## src/hdl/brb_pkg.sv

```systemverilog
`timescale 1ns / 1ps

package brb_pkg;

  localparam int STORE_BYTES     = 256;
  localparam int MAX_BITS_PER_OP = 32;
  localparam int LENGTH_RESET    = 256;
  localparam int BYTE_BITS       = 8;

  localparam int OP_W   = 2;
  localparam int LEN_W  = 9;
  localparam int CNT_W  = 6;
  localparam int VAL_W  = 32;
  localparam int POS_W  = 11;
  localparam int ADDR_W = (STORE_BYTES > 1) ? $clog2(STORE_BYTES) : 1;
  localparam int CAP_W  = $clog2(BYTE_BITS * STORE_BYTES + 1);

  typedef enum logic [OP_W-1:0] {
    OP_WRITE      = 2'd0,
    OP_READ       = 2'd1,
    OP_SEEK_READ  = 2'd2,
    OP_SEEK_WRITE = 2'd3
  } op_t;

  typedef enum logic [1:0] {
    ST_IDLE,
    ST_FETCH,
    ST_APPLY,
    ST_FINISH
  } state_t;

  typedef struct packed {
    logic start;
    logic fetch;
    logic apply;
    logic finish;
  } cmd_t;

  typedef struct packed {
    logic more;
  } status_t;

endpackage

```

## src/hdl/brb_ctrl.sv

```systemverilog
`timescale 1ns / 1ps

module brb_ctrl (
  input  logic            clk,
  input  logic            rst,
  input  logic            in_valid,
  output logic            in_ready,
  output logic            out_valid,
  input  logic            out_ready,
  input  brb_pkg::status_t status,
  output brb_pkg::cmd_t    cmd
);

  brb_pkg::state_t state, state_next;
  logic            out_valid_next;

  always_ff @(posedge clk) begin
    if (rst) begin
      state     <= brb_pkg::ST_IDLE;
      out_valid <= 1'b0;
    end else begin
      state     <= state_next;
      out_valid <= out_valid_next;
    end
  end

  always_comb begin
    state_next = state;
    in_ready   = 1'b0;
    cmd        = '0;
    unique case (state)
      brb_pkg::ST_IDLE: begin
        in_ready = 1'b1;
        if (in_valid) begin
          cmd.start  = 1'b1;
          state_next = brb_pkg::ST_FETCH;
        end
      end
      brb_pkg::ST_FETCH: begin
        if (status.more) begin
          cmd.fetch  = 1'b1;
          state_next = brb_pkg::ST_APPLY;
        end else begin
          state_next = brb_pkg::ST_FINISH;
        end
      end
      brb_pkg::ST_APPLY: begin
        cmd.apply  = 1'b1;
        state_next = brb_pkg::ST_FETCH;
      end
      brb_pkg::ST_FINISH: begin
        // hold until the output register is free
        if (!out_valid || out_ready) begin
          cmd.finish = 1'b1;
          state_next = brb_pkg::ST_IDLE;
        end
      end
      default: state_next = brb_pkg::ST_IDLE;
    endcase
    if (cmd.finish) begin
      out_valid_next = 1'b1;
    end else if (out_ready) begin
      out_valid_next = 1'b0;
    end else begin
      out_valid_next = out_valid;
    end
  end

endmodule

```

## src/hdl/brb_datapath.sv

```systemverilog
`timescale 1ns / 1ps

module brb_datapath (
  input  logic                          clk,
  input  logic                          rst,
  input  logic                          cfg_we,
  input  logic [brb_pkg::LEN_W-1:0]     cfg_wdata,
  input  logic [brb_pkg::OP_W-1:0]      opcode,
  input  logic [brb_pkg::CNT_W-1:0]     bit_count,
  input  logic [brb_pkg::VAL_W-1:0]     write_value,
  input  logic [brb_pkg::POS_W-1:0]     position,
  input  brb_pkg::cmd_t                 cmd,
  output brb_pkg::status_t              status,
  output logic [brb_pkg::VAL_W-1:0]     read_value,
  output logic [brb_pkg::CNT_W-1:0]     bits_got,
  output logic [brb_pkg::POS_W-1:0]     remaining_bits,
  output logic [brb_pkg::POS_W-1:0]     read_position,
  output logic [brb_pkg::POS_W-1:0]     write_position,
  output logic                          seek_error
);

  localparam int POS_W  = brb_pkg::POS_W;
  localparam int CAP_W  = brb_pkg::CAP_W;
  localparam int CNT_W  = brb_pkg::CNT_W;
  localparam int ADDR_W = brb_pkg::ADDR_W;

  function automatic logic [CAP_W-1:0] rem_of(input logic [POS_W-1:0] w,
                                              input logic [POS_W-1:0] r,
                                              input logic [CAP_W-1:0] c);
    logic [CAP_W-1:0] wx;
    logic [CAP_W-1:0] rx;
    wx = CAP_W'(w);
    rx = CAP_W'(r);
    if (w >= r) begin
      return wx - rx;
    end else begin
      return c - (rx - wx);
    end
  endfunction

  // configuration and positions
  logic [brb_pkg::LEN_W-1:0]  length;
  logic [POS_W-1:0]           rpos;
  logic [POS_W-1:0]           wpos;

  // latched transaction
  brb_pkg::op_t               op;
  logic [CNT_W-1:0]           cnt_left;
  logic [brb_pkg::VAL_W-1:0]  wval;
  logic [POS_W-1:0]           seek_pos;
  logic [brb_pkg::VAL_W-1:0]  rval;
  logic [CNT_W-1:0]           got;

  // byte store
  logic [7:0]                 mem [brb_pkg::STORE_BYTES];
  logic [brb_pkg::STORE_BYTES-1:0] vld;
  logic [7:0]                 rdata;
  logic                       rvld;

  logic [CAP_W-1:0]           eff_len;
  logic [CAP_W-1:0]           cap;
  logic [CNT_W-1:0]           cnt_in;
  logic                       is_write;
  logic                       is_read;
  logic [POS_W-1:0]           cur;
  logic [2:0]                 off;
  logic [3:0]                 room;
  logic [3:0]                 n;
  logic [2:0]                 sh;
  logic [7:0]                 mask;
  logic [7:0]                 chunk;
  logic [7:0]                 old_byte;
  logic [7:0]                 new_byte;
  logic [7:0]                 rbits;
  logic [CAP_W-1:0]           rem_now;
  logic [CAP_W-1:0]           adv;
  logic [POS_W-1:0]           next_pos;
  logic [ADDR_W-1:0]          addr;
  logic                       err;
  logic [POS_W-1:0]           rpos_f;
  logic [POS_W-1:0]           wpos_f;
  logic [CAP_W-1:0]           rem_f;

  always_comb begin
    if (length == '0) begin
      eff_len = CAP_W'(1);
    end else if (int'(length) > brb_pkg::STORE_BYTES) begin
      eff_len = CAP_W'(brb_pkg::STORE_BYTES);
    end else begin
      eff_len = CAP_W'(length);
    end
    cap = eff_len << 3;

    if (bit_count > CNT_W'(brb_pkg::MAX_BITS_PER_OP)) begin
      cnt_in = CNT_W'(brb_pkg::MAX_BITS_PER_OP);
    end else begin
      cnt_in = bit_count;
    end

    is_write = (op == brb_pkg::OP_WRITE);
    is_read  = (op == brb_pkg::OP_READ);
    cur      = is_write ? wpos : rpos;
    off      = cur[2:0];
    room     = 4'(brb_pkg::BYTE_BITS) - {1'b0, off};
    rem_now  = rem_of(wpos, rpos, cap);

    // bits handled in this byte: limited by byte end, count and unread data
    n = room;
    if (cnt_left < CNT_W'(n)) begin
      n = cnt_left[3:0];
    end
    if (is_read && (rem_now < CAP_W'(n))) begin
      n = rem_now[3:0];
    end

    status.more = (is_write || is_read) && (cnt_left != '0) &&
                  (is_write || (rem_now != '0));

    sh       = 3'(room - n);
    mask     = 8'((9'd1 << n) - 9'd1);
    chunk    = 8'(wval >> (cnt_left - CNT_W'(n))) & mask;
    old_byte = rvld ? rdata : 8'd0;
    // first bit of a byte clears it
    new_byte = ((off == 3'd0) ? 8'd0 : old_byte) | 8'(chunk << sh);
    rbits    = (old_byte >> sh) & mask;

    adv      = CAP_W'(cur) + CAP_W'(n);
    next_pos = (adv >= cap) ? '0 : POS_W'(adv);
    addr     = ADDR_W'(cur >> 3);

    err    = (op == brb_pkg::OP_SEEK_READ || op == brb_pkg::OP_SEEK_WRITE) &&
             (int'(seek_pos) >= int'(cap));
    rpos_f = (op == brb_pkg::OP_SEEK_READ && !err) ? seek_pos : rpos;
    wpos_f = (op == brb_pkg::OP_SEEK_WRITE && !err) ? seek_pos : wpos;
    rem_f  = rem_of(wpos_f, rpos_f, cap);
  end

  always_ff @(posedge clk) begin
    if (rst) begin
      length <= brb_pkg::LEN_W'(brb_pkg::LENGTH_RESET);
      rpos   <= '0;
      wpos   <= '0;
      vld    <= '0;
      rvld   <= 1'b0;
    end else begin
      if (cfg_we) begin
        length <= cfg_wdata;
        rpos   <= '0;
        wpos   <= '0;
      end else if (cmd.apply) begin
        if (is_write) begin
          wpos <= next_pos;
        end else begin
          rpos <= next_pos;
        end
      end else if (cmd.finish) begin
        rpos <= rpos_f;
        wpos <= wpos_f;
      end
      if (cmd.fetch) begin
        rvld <= vld[addr];
      end
      if (cmd.apply && is_write) begin
        vld[addr] <= 1'b1;
      end
    end
  end

  always_ff @(posedge clk) begin
    if (cmd.fetch) begin
      rdata <= mem[addr];
    end
    if (cmd.apply && is_write) begin
      mem[addr] <= new_byte;
    end
  end

  always_ff @(posedge clk) begin
    if (cmd.start) begin
      op       <= brb_pkg::op_t'(opcode);
      cnt_left <= cnt_in;
      wval     <= write_value;
      seek_pos <= position;
      rval     <= '0;
      got      <= '0;
    end else if (cmd.apply) begin
      cnt_left <= cnt_left - CNT_W'(n);
      if (is_read) begin
        rval <= (rval << n) | brb_pkg::VAL_W'(rbits);
        got  <= got + CNT_W'(n);
      end
    end
    if (cmd.finish) begin
      read_value     <= rval;
      bits_got       <= got;
      remaining_bits <= POS_W'(rem_f);
      read_position  <= rpos_f;
      write_position <= wpos_f;
      seek_error     <= err;
    end
  end

endmodule

```

## src/hdl/bit_ring_buffer.sv

```systemverilog
`timescale 1ns / 1ps

// Bit-addressed circular buffer over a 256-byte store, MSB first within each
// byte. Each transaction (write bits, read bits, seek read, seek write) gives
// one result with the bits read, the bit count delivered, the unread bit count
// and both positions. The store is worked a byte at a time (read, then, for a
// write, modify and write back) through a single memory port. An accepted op
// steps through FETCH and APPLY for each byte it touches (seeks and zero-count
// ops touch none), then FINISH registers the result and returns to IDLE.
// One op is in flight at a time; a finished result waits in the output
// register while the next op is accepted, and an op holds its result back
// while the output register is still full. Writing cfg_wdata with cfg_we sets
// the length in bytes and clears both positions; write it only while no op is
// pending. Stored bytes read as zero until first written after reset.
module bit_ring_buffer (
  input  logic                      clk,
  input  logic                      rst,
  input  logic                      cfg_we,
  input  logic [brb_pkg::LEN_W-1:0] cfg_wdata,
  input  logic                      in_valid,
  output logic                      in_ready,
  input  logic [brb_pkg::OP_W-1:0]  opcode,
  input  logic [brb_pkg::CNT_W-1:0] bit_count,
  input  logic [brb_pkg::VAL_W-1:0] write_value,
  input  logic [brb_pkg::POS_W-1:0] position,
  output logic                      out_valid,
  input  logic                      out_ready,
  output logic [brb_pkg::VAL_W-1:0] read_value,
  output logic [brb_pkg::CNT_W-1:0] bits_got,
  output logic [brb_pkg::POS_W-1:0] remaining_bits,
  output logic [brb_pkg::POS_W-1:0] read_position,
  output logic [brb_pkg::POS_W-1:0] write_position,
  output logic                      seek_error
);

  brb_pkg::cmd_t    cmd;
  brb_pkg::status_t status;

  brb_ctrl u_ctrl (
    .clk       (clk),
    .rst       (rst),
    .in_valid  (in_valid),
    .in_ready  (in_ready),
    .out_valid (out_valid),
    .out_ready (out_ready),
    .status    (status),
    .cmd       (cmd)
  );

  brb_datapath u_datapath (
    .clk            (clk),
    .rst            (rst),
    .cfg_we         (cfg_we),
    .cfg_wdata      (cfg_wdata),
    .opcode         (opcode),
    .bit_count      (bit_count),
    .write_value    (write_value),
    .position       (position),
    .cmd            (cmd),
    .status         (status),
    .read_value     (read_value),
    .bits_got       (bits_got),
    .remaining_bits (remaining_bits),
    .read_position  (read_position),
    .write_position (write_position),
    .seek_error     (seek_error)
  );

endmodule

```

## config.mk

```make
export PLATFORM = sky130hd
export DESIGN_NAME = bit_ring_buffer
export DESIGN_NICKNAME = d
export VERILOG_FILES = /design/src/hdl/brb_pkg.sv /design/src/hdl/brb_ctrl.sv /design/src/hdl/brb_datapath.sv /design/src/hdl/bit_ring_buffer.sv
export SDC_FILE = /design/constraint.sdc
export NUM_CORES = 2
export LEC_CHECK = 0
export BUFFER_PORTS_ARGS = -buffer_cell sky130_fd_sc_hd__buf_4
export CORE_ASPECT_RATIO = 1.5
export CORE_MARGIN = 2
export CORE_UTILIZATION = 37
export CTS_CLUSTER_DIAMETER = 200
export DETAILED_ROUTE_END_ITERATION = 8
export GPL_TIMING_DRIVEN = 0
export SYNTH_ARGS = -nofsm -noshare
export SYNTH_HDL_FRONTEND = slang
export SYNTH_SLANG_ARGS = --single-unit
export TNS_END_PERCENT = 5
```

## constraint.sdc

```tcl
create_clock -name clk -period 66.7 [get_ports clk]
set_input_delay 6.67 -clock clk [delete_from_list [all_inputs] [get_ports clk]]
set_output_delay 6.67 -clock clk [all_outputs]
set_load 0.02 [all_outputs]
```

# Word level (Yosys, flattened, before mapping)
# Memories as Yosys holds them, arrays and structs flattened. A register that Yosys moved wholly into a read port is not among the register bits.
# Index checks and enable logic that the tools add are counted.
dict set report word_totals {
  ff_bits 452
  latchBits 0
  ram_bits 2048
  mem_bits_ro 0
  inputBits 65
  mem_count 1
}
# memory depth word_bits read_ports rd_ports_with_merged_regs write_ports line_no
set memory_table {}
lappend memory_table {u_datapath.mem 256 8 1 1 1 brb_datapath.sv:55} ;# logic [7:0] mem [brb_pkg::STORE_BYTES];
dict set report classes {
  add_sub_neg 12
  mul 0
  div_mod_pow 0
  order_cmp 10
  n_eq_ne 10
  shift 5
  mux 41
  bitwise 5
  reduce_logical 28
}
# op n
set ops {}
lappend ops {{$or A256 B256 Y256} 1}
lappend ops {{$mux W11} 11}
lappend ops {{$sub A11 B11 Y11} 3}
lappend ops {{$or A32 B8 Y32} 1}
lappend ops {{$shl A32 B4 Y32} 1}
lappend ops {{$shr A32 B6 Y8} 1}
lappend ops {{$sub A11 B11 Y12} 2}
lappend ops {{$ge A11 B11 Y1} 2}
lappend ops {{$mux W6} 3}
lappend ops {{$mux W9} 2}
lappend ops {{$and A8 B8 Y8} 2}
lappend ops {{$mux W8} 2}
lappend ops {{$mux W1} 15}
lappend ops {{$add A11 B4 Y12} 1}
lappend ops {{$ge A11 B12 Y1} 1}
lappend ops {{$ge A12 B12 Y1} 1}
lappend ops {{$lt A12 B4 Y1} 1}
lappend ops {{$mux W12} 1}
lappend ops {{$reduce_bool A12 Y1} 1}
lappend ops {{$sub A12 B12 Y12} 1}
lappend ops {{$gt A9 B9 Y1 const B} 1}
lappend ops {{$logic_not A9 Y1} 1}
lappend ops {{$lt A8 B9 Y1 const B} 1}
lappend ops {{$bmux W1 S8} 1}
lappend ops {{other kinds (29)} 54}

# Logic depth before layout (Yosys ltp)
dict set report depth {
  ltp_word 13
  ltp_mapped 43
  ltp_nobuf 34
}

# Modules after synthesis
# From an unflattened synthesis, not the netlist that was laid out.
dict set report unflattened {
  cells_unflattened 9012
  hier_area_um2 106231.9
}
# mod instances cells_per_inst area_each_um2
set modules_own_cells {}
lappend modules_own_cells {brb_datapath 1 8994 106074.2}
lappend modules_own_cells {brb_ctrl 1 18 157.7}

# Least setup slack after synthesis
# OpenSTA, ideal clock, no wires.
dict set report synth_path {
  path_kind {reg-to-reg}
  start {reg u_datapath.op[0]}
  end {mem u_datapath.mem[0][1] (data pin)}
  arrival_time_ns 19.202
  required_ns 64.463
  path_slack_ns 45.260
  path_stages_with_launch 36
  path_buffers 10
  path_cell_list {edfxtp_1 > buf_2 > nor2_1 > buf_1 > clkbuf_1 > clkbuf_1 > mux2i_1 > ha_1 > ha_1 > inv_1 > ha_1 > a2111oi_0 > o211ai_1 > mux2i_1 > ha_1 > a211oi_1 > nand2_1 > a41o_1 > a211o_1 > buf_6 > mux2i_4 > inv_2 > buf_6 > buf_6 > buf_2 > ha_1 > fa_1 > buf_1 > clkbuf_1 > mux2i_1 > mux4_2 > mux2i_1 > mux2i_1 > nor4_1 > a21oi_2 > o31ai_1}
}
dict set report synth_between {
  elab_chain_cells 13
  word_cells_on_any_way 19
}
# element line_no
set synth_rtl {}
lappend synth_rtl {{start: declaration} brb_datapath.sv:47} ;# brb_pkg::op_t op;
lappend synth_rtl {{start signal: assignment} brb_datapath.sv:180} ;# op <= brb_pkg::op_t'(opcode);
lappend synth_rtl {{$logic_not A2 Y1} brb_datapath.sv:100} ;# is_write = (op == brb_pkg::OP_WRITE);
lappend synth_rtl {{$mux W11} brb_datapath.sv:102} ;# cur = is_write ? wpos : rpos;
lappend synth_rtl {{$sub A4 B3 Y4} brb_datapath.sv:104} ;# room = 4'(brb_pkg::BYTE_BITS) - {1'b0, off};
lappend synth_rtl {{$lt A6 B4 Y1} brb_datapath.sv:109} ;# if (cnt_left < CNT_W'(n)) begin
lappend synth_rtl {{$mux W4} brb_datapath.sv:109}
lappend synth_rtl {{$lt A12 B4 Y1} brb_datapath.sv:112} ;# if (is_read && (rem_now < CAP_W'(n))) begin
lappend synth_rtl {{$logic_and A1 B1 Y1} brb_datapath.sv:112}
lappend synth_rtl {{$mux W4} brb_datapath.sv:112}
lappend synth_rtl {{$sub A6 B4 Y6 or $shl A1 B4 Y8 (tied branches)} {brb_datapath.sv:121, brb_datapath.sv:120}}
lappend synth_rtl {{$shr A32 B6 Y8 or $sub A8 B1 Y8 (tied branches)} {brb_datapath.sv:121, brb_datapath.sv:120}}
lappend synth_rtl {{$and A8 B8 Y8} brb_datapath.sv:121} ;# chunk = 8'(wval >> (cnt_left - CNT_W'(n))) & mask;
lappend synth_rtl {{$shl A8 B3 Y8} brb_datapath.sv:124} ;# new_byte = ((off == 3'd0) ? 8'd0 : old_byte) | 8'(chunk << sh);
lappend synth_rtl {{$or A8 B8 Y8 (*)} brb_datapath.sv:124}
lappend synth_rtl {{net u_datapath.new_byte[1]} brb_datapath.sv:73} ;# logic [7:0] new_byte;
lappend synth_rtl {{end: declaration} brb_datapath.sv:55}
# Mark *: on every way through the listed nets, which the timed path passes. The rest lies on a longest branch.

# Final worst setup path
dict set report layout_path {
  start {reg u_datapath.op[1]}
  end {mem u_datapath.mem[122][1] (data pin)}
}
# The elaborated chain is that of the path after synthesis.

==> impl_metrics.toml <==
[worst_setup_path]
cp-end-kind = "register"
crit_path_max_incr_delay_ns = 0.86
critPathTopFamily = "buffers and inverters"
start_kind = "register"
crit_fanout = 28
crit_path_top_delay_cell = "o31ai_4"
cp.arrival_ns = 14.42
worst-path-buf-inv = 15
crit_top_cell = "ha_1"
path_class = "reg2reg"
cp.required_ns = 67.42

[drt]
wl_per_cell_um = 41.1
wl_um = 437000
vias = 66947
antenna_left = 0
via_per_inst = 6.31
drtIter0Drc = 10697
drc = 0
dr.pass1.iters = 9

[yosys]
ys_types = 82
synth.area.top_cells = "edfxtp_1 63%, mux4_2 13%, dfxtp_1 6.4%, nand2_1 2.6%, o21a_1 1.9%"
ys.flop_type = "edfxtp_1"
yosysTopAreaCellShare = 0.635
syn_area_sq_um = 103000
ys_seq_area_frac = 0.698
synth_warnings = 0
synth_top_cell_by_area = "edfxtp_1"
synth_cells = 6224
syn_nets = 6394
async_reset_ff_frac = 0
syn_avg_cell_area_sq_um = 16.6
synth_edf_count = 2179
synth_seq_cells = 2508

[hold_path]
hp-class = "reg2reg"

[sta]
worst_pin_slew_ns = 1.81
fin_crit_sh = 0.205
fin_setup_tns_ns = 0
period_needed_ns = 13.70
finalSetupViolCount = 0
worst_slack_ns = 53.00
slew_headroom = -0.206
clock.fmax_mhz = 73.0
rsz0062_at_grt = "false"
slew_viol_final = 239
finClkSkew_ns = 0.0928
hold_viol = 0

[clocking]
numCtsBuffers = 224
cts_max_level = 4
root_buffer = "clkbuf_16"
cts_tree = "yes"
cts_setup_buffers = 0
hold_buffers = 0
clk_pin_slew_worst_paths_ns = 0.07
clock_latency_ns = 0.98
clock_path_buffers = 4
cts_resized = 0
cts_sinks = 2508

[cells_and_area]
drive_above_1_share = 0.204
final_cell_mix = "2179 x edfxtp_1, 708 x nand2_1, 598 x mux4_2"
layout_commonest_cell = "edfxtp_1"
area_growth_pct = 14.9
nets = 6847

[flow_run]
maxCapViolCount = 27

[global_routing]
antenna_found_initial = 55
overflow = 0
grt_pass1_wl_um = 579000
grt_pass1_vias = 64600
grt_max_degree = 85
track_usage = 0.305

[floorplan]
fp.coreArea_sq_um = 278000
row_count = 237
die_x_um = 435
die-height_um = 651
dieArea_sq_um = 283000
start_util = 0.372
ios = 139

[placed_design]
io_buffer_count = 138
gp_congestion = 1.07
preCtsSetupSlack_ns = 53.35
hpwl_um = 308000

[power_and_ir_drop]
peakVddDrop_uv = 85.1
p_leak_nw = 39.6
p_per_area_nw_per_um2 = 42.5

[outcome]
violations = "max-capacitance violations, max-slew violations"
outcome = "finished with violations"
[routing by layer]
layer  global-route usage  up-vias  wire length (um)
met2                0.484     5456            203000
met1                0.308    34267            129000
met5                    0        -               218
li1                     -    25400                 -
met3                0.106     1792             52000
met4                0.302       32             52400
[worst paths after layout]
kind / from / slack [ns] / end / depth (start not counted)
worst min register to register: u_datapath.rval[31]$_SDFFE_PP0P_ / 0.44 / u_datapath.read_value[31]$_DFFE_PP_ / 0
worst max-delay path: u_datapath.op[1]$_DFFE_PP_ / 53.00 / u_datapath.mem[122][1]$_DFFE_PP_ / 39
worst max register to register: u_datapath.op[1]$_DFFE_PP_ / 53.00 / u_datapath.mem[122][1]$_DFFE_PP_ / 39
worst min-delay path: u_datapath.rval[31]$_SDFFE_PP0P_ / 0.44 / u_datapath.read_value[31]$_DFFE_PP_ / 0
[flip-flops by register name, indices dropped and copies added (netlist names), 2 cells and up]
signal	cells
u_datapath.remaining_bits	11
u_datapath.read_position	11
u_datapath.wpos	11
u_datapath.rdata	8
u_datapath.vld	256
u_datapath.write_position	11
u_datapath.read_value	32
u_datapath.mem	2048
u_datapath.op	2
u_datapath.seek_pos	11
u_datapath.bits_got	6
u_datapath.length	9
u_datapath.wval	32
u_datapath.got	6
u_ctrl.state	2
u_datapath.cnt_left	6
u_datapath.rval	32
u_datapath.rpos	11
[synthesized netlist by cell type, types with 18 or more instances]
master	instances
inv_1	126
a31oi_1	49
fa_1	25
nand3_1	242
buf_2	21
xnor2_1	28
nor3_1	42
a22oi_1	19
edfxtp_1	2179
a311oi_1	51
o221ai_1	33
nand2_1	708
o21a_1	262
nor2b_1	18
nor2_1	366
buf_1	115
o21ai_0	82
ha_1	80
dfxtp_1	329
mux4_2	598
a21oi_1	109
clkbuf_1	232
mux2i_1	145
a211oi_1	24
and3_1	63
[layout make-up]
class                           instances  area, sq um
Antenna cell                           49          123
Buffer                                376         1690
Clock buffer                          294         6130
Clock inverter                        118         1290
Fill cell                           24605       159000
Inverter                              134          509
Multi-Input combinational cell       3206        29200
Sequential cell                      2508        72000
Tap cell                             3704         4630
Timing Repair Buffer                  227         2850
[report_power, final]
part,total [W],switching (W),internal [W]
logic,0.00132,0.000975,0.000344
registers,0.00236,0.00000978,0.00235
clock network,0.00136,0.000614,0.000742
total,0.00503,0.00160,0.00343
[stage by stage]
stage / area (sq um) / instances / hold WS [ns] / utilization / total power, W
6_report: 118000 / 10616 / 0.440 / 0.427 / 0.00503
5_1_grt: 118000 / 10576 / 0.470 / 0.426 / 0.00513
4_1_cts: 118000 / 10565 / 0.446 / 0.426 / 0.00499
3_5_place_dp: 111000 / 10153 / 0.423 / 0.399 / 0.00367
3_3_place_gp: 109000 / 10066 / 0.417 / 0.392 / 0.00388
2_1_floorplan: 103000 / 6224 / 0.403 / - / 0.00316
[cells by family after synthesis]
| logic type | share of synthesized area |
|---|---|
| compound gates | 0.0535 |
| xor+xnor | 0.00364 |
| fa+ha+maj | 0.0146 |
| buf+inv | 0.0196 |
| flops | 0.698 |
| mux | 0.148 |
| simple gates | 0.0625 |
Power figures use the tool's default switching activity.
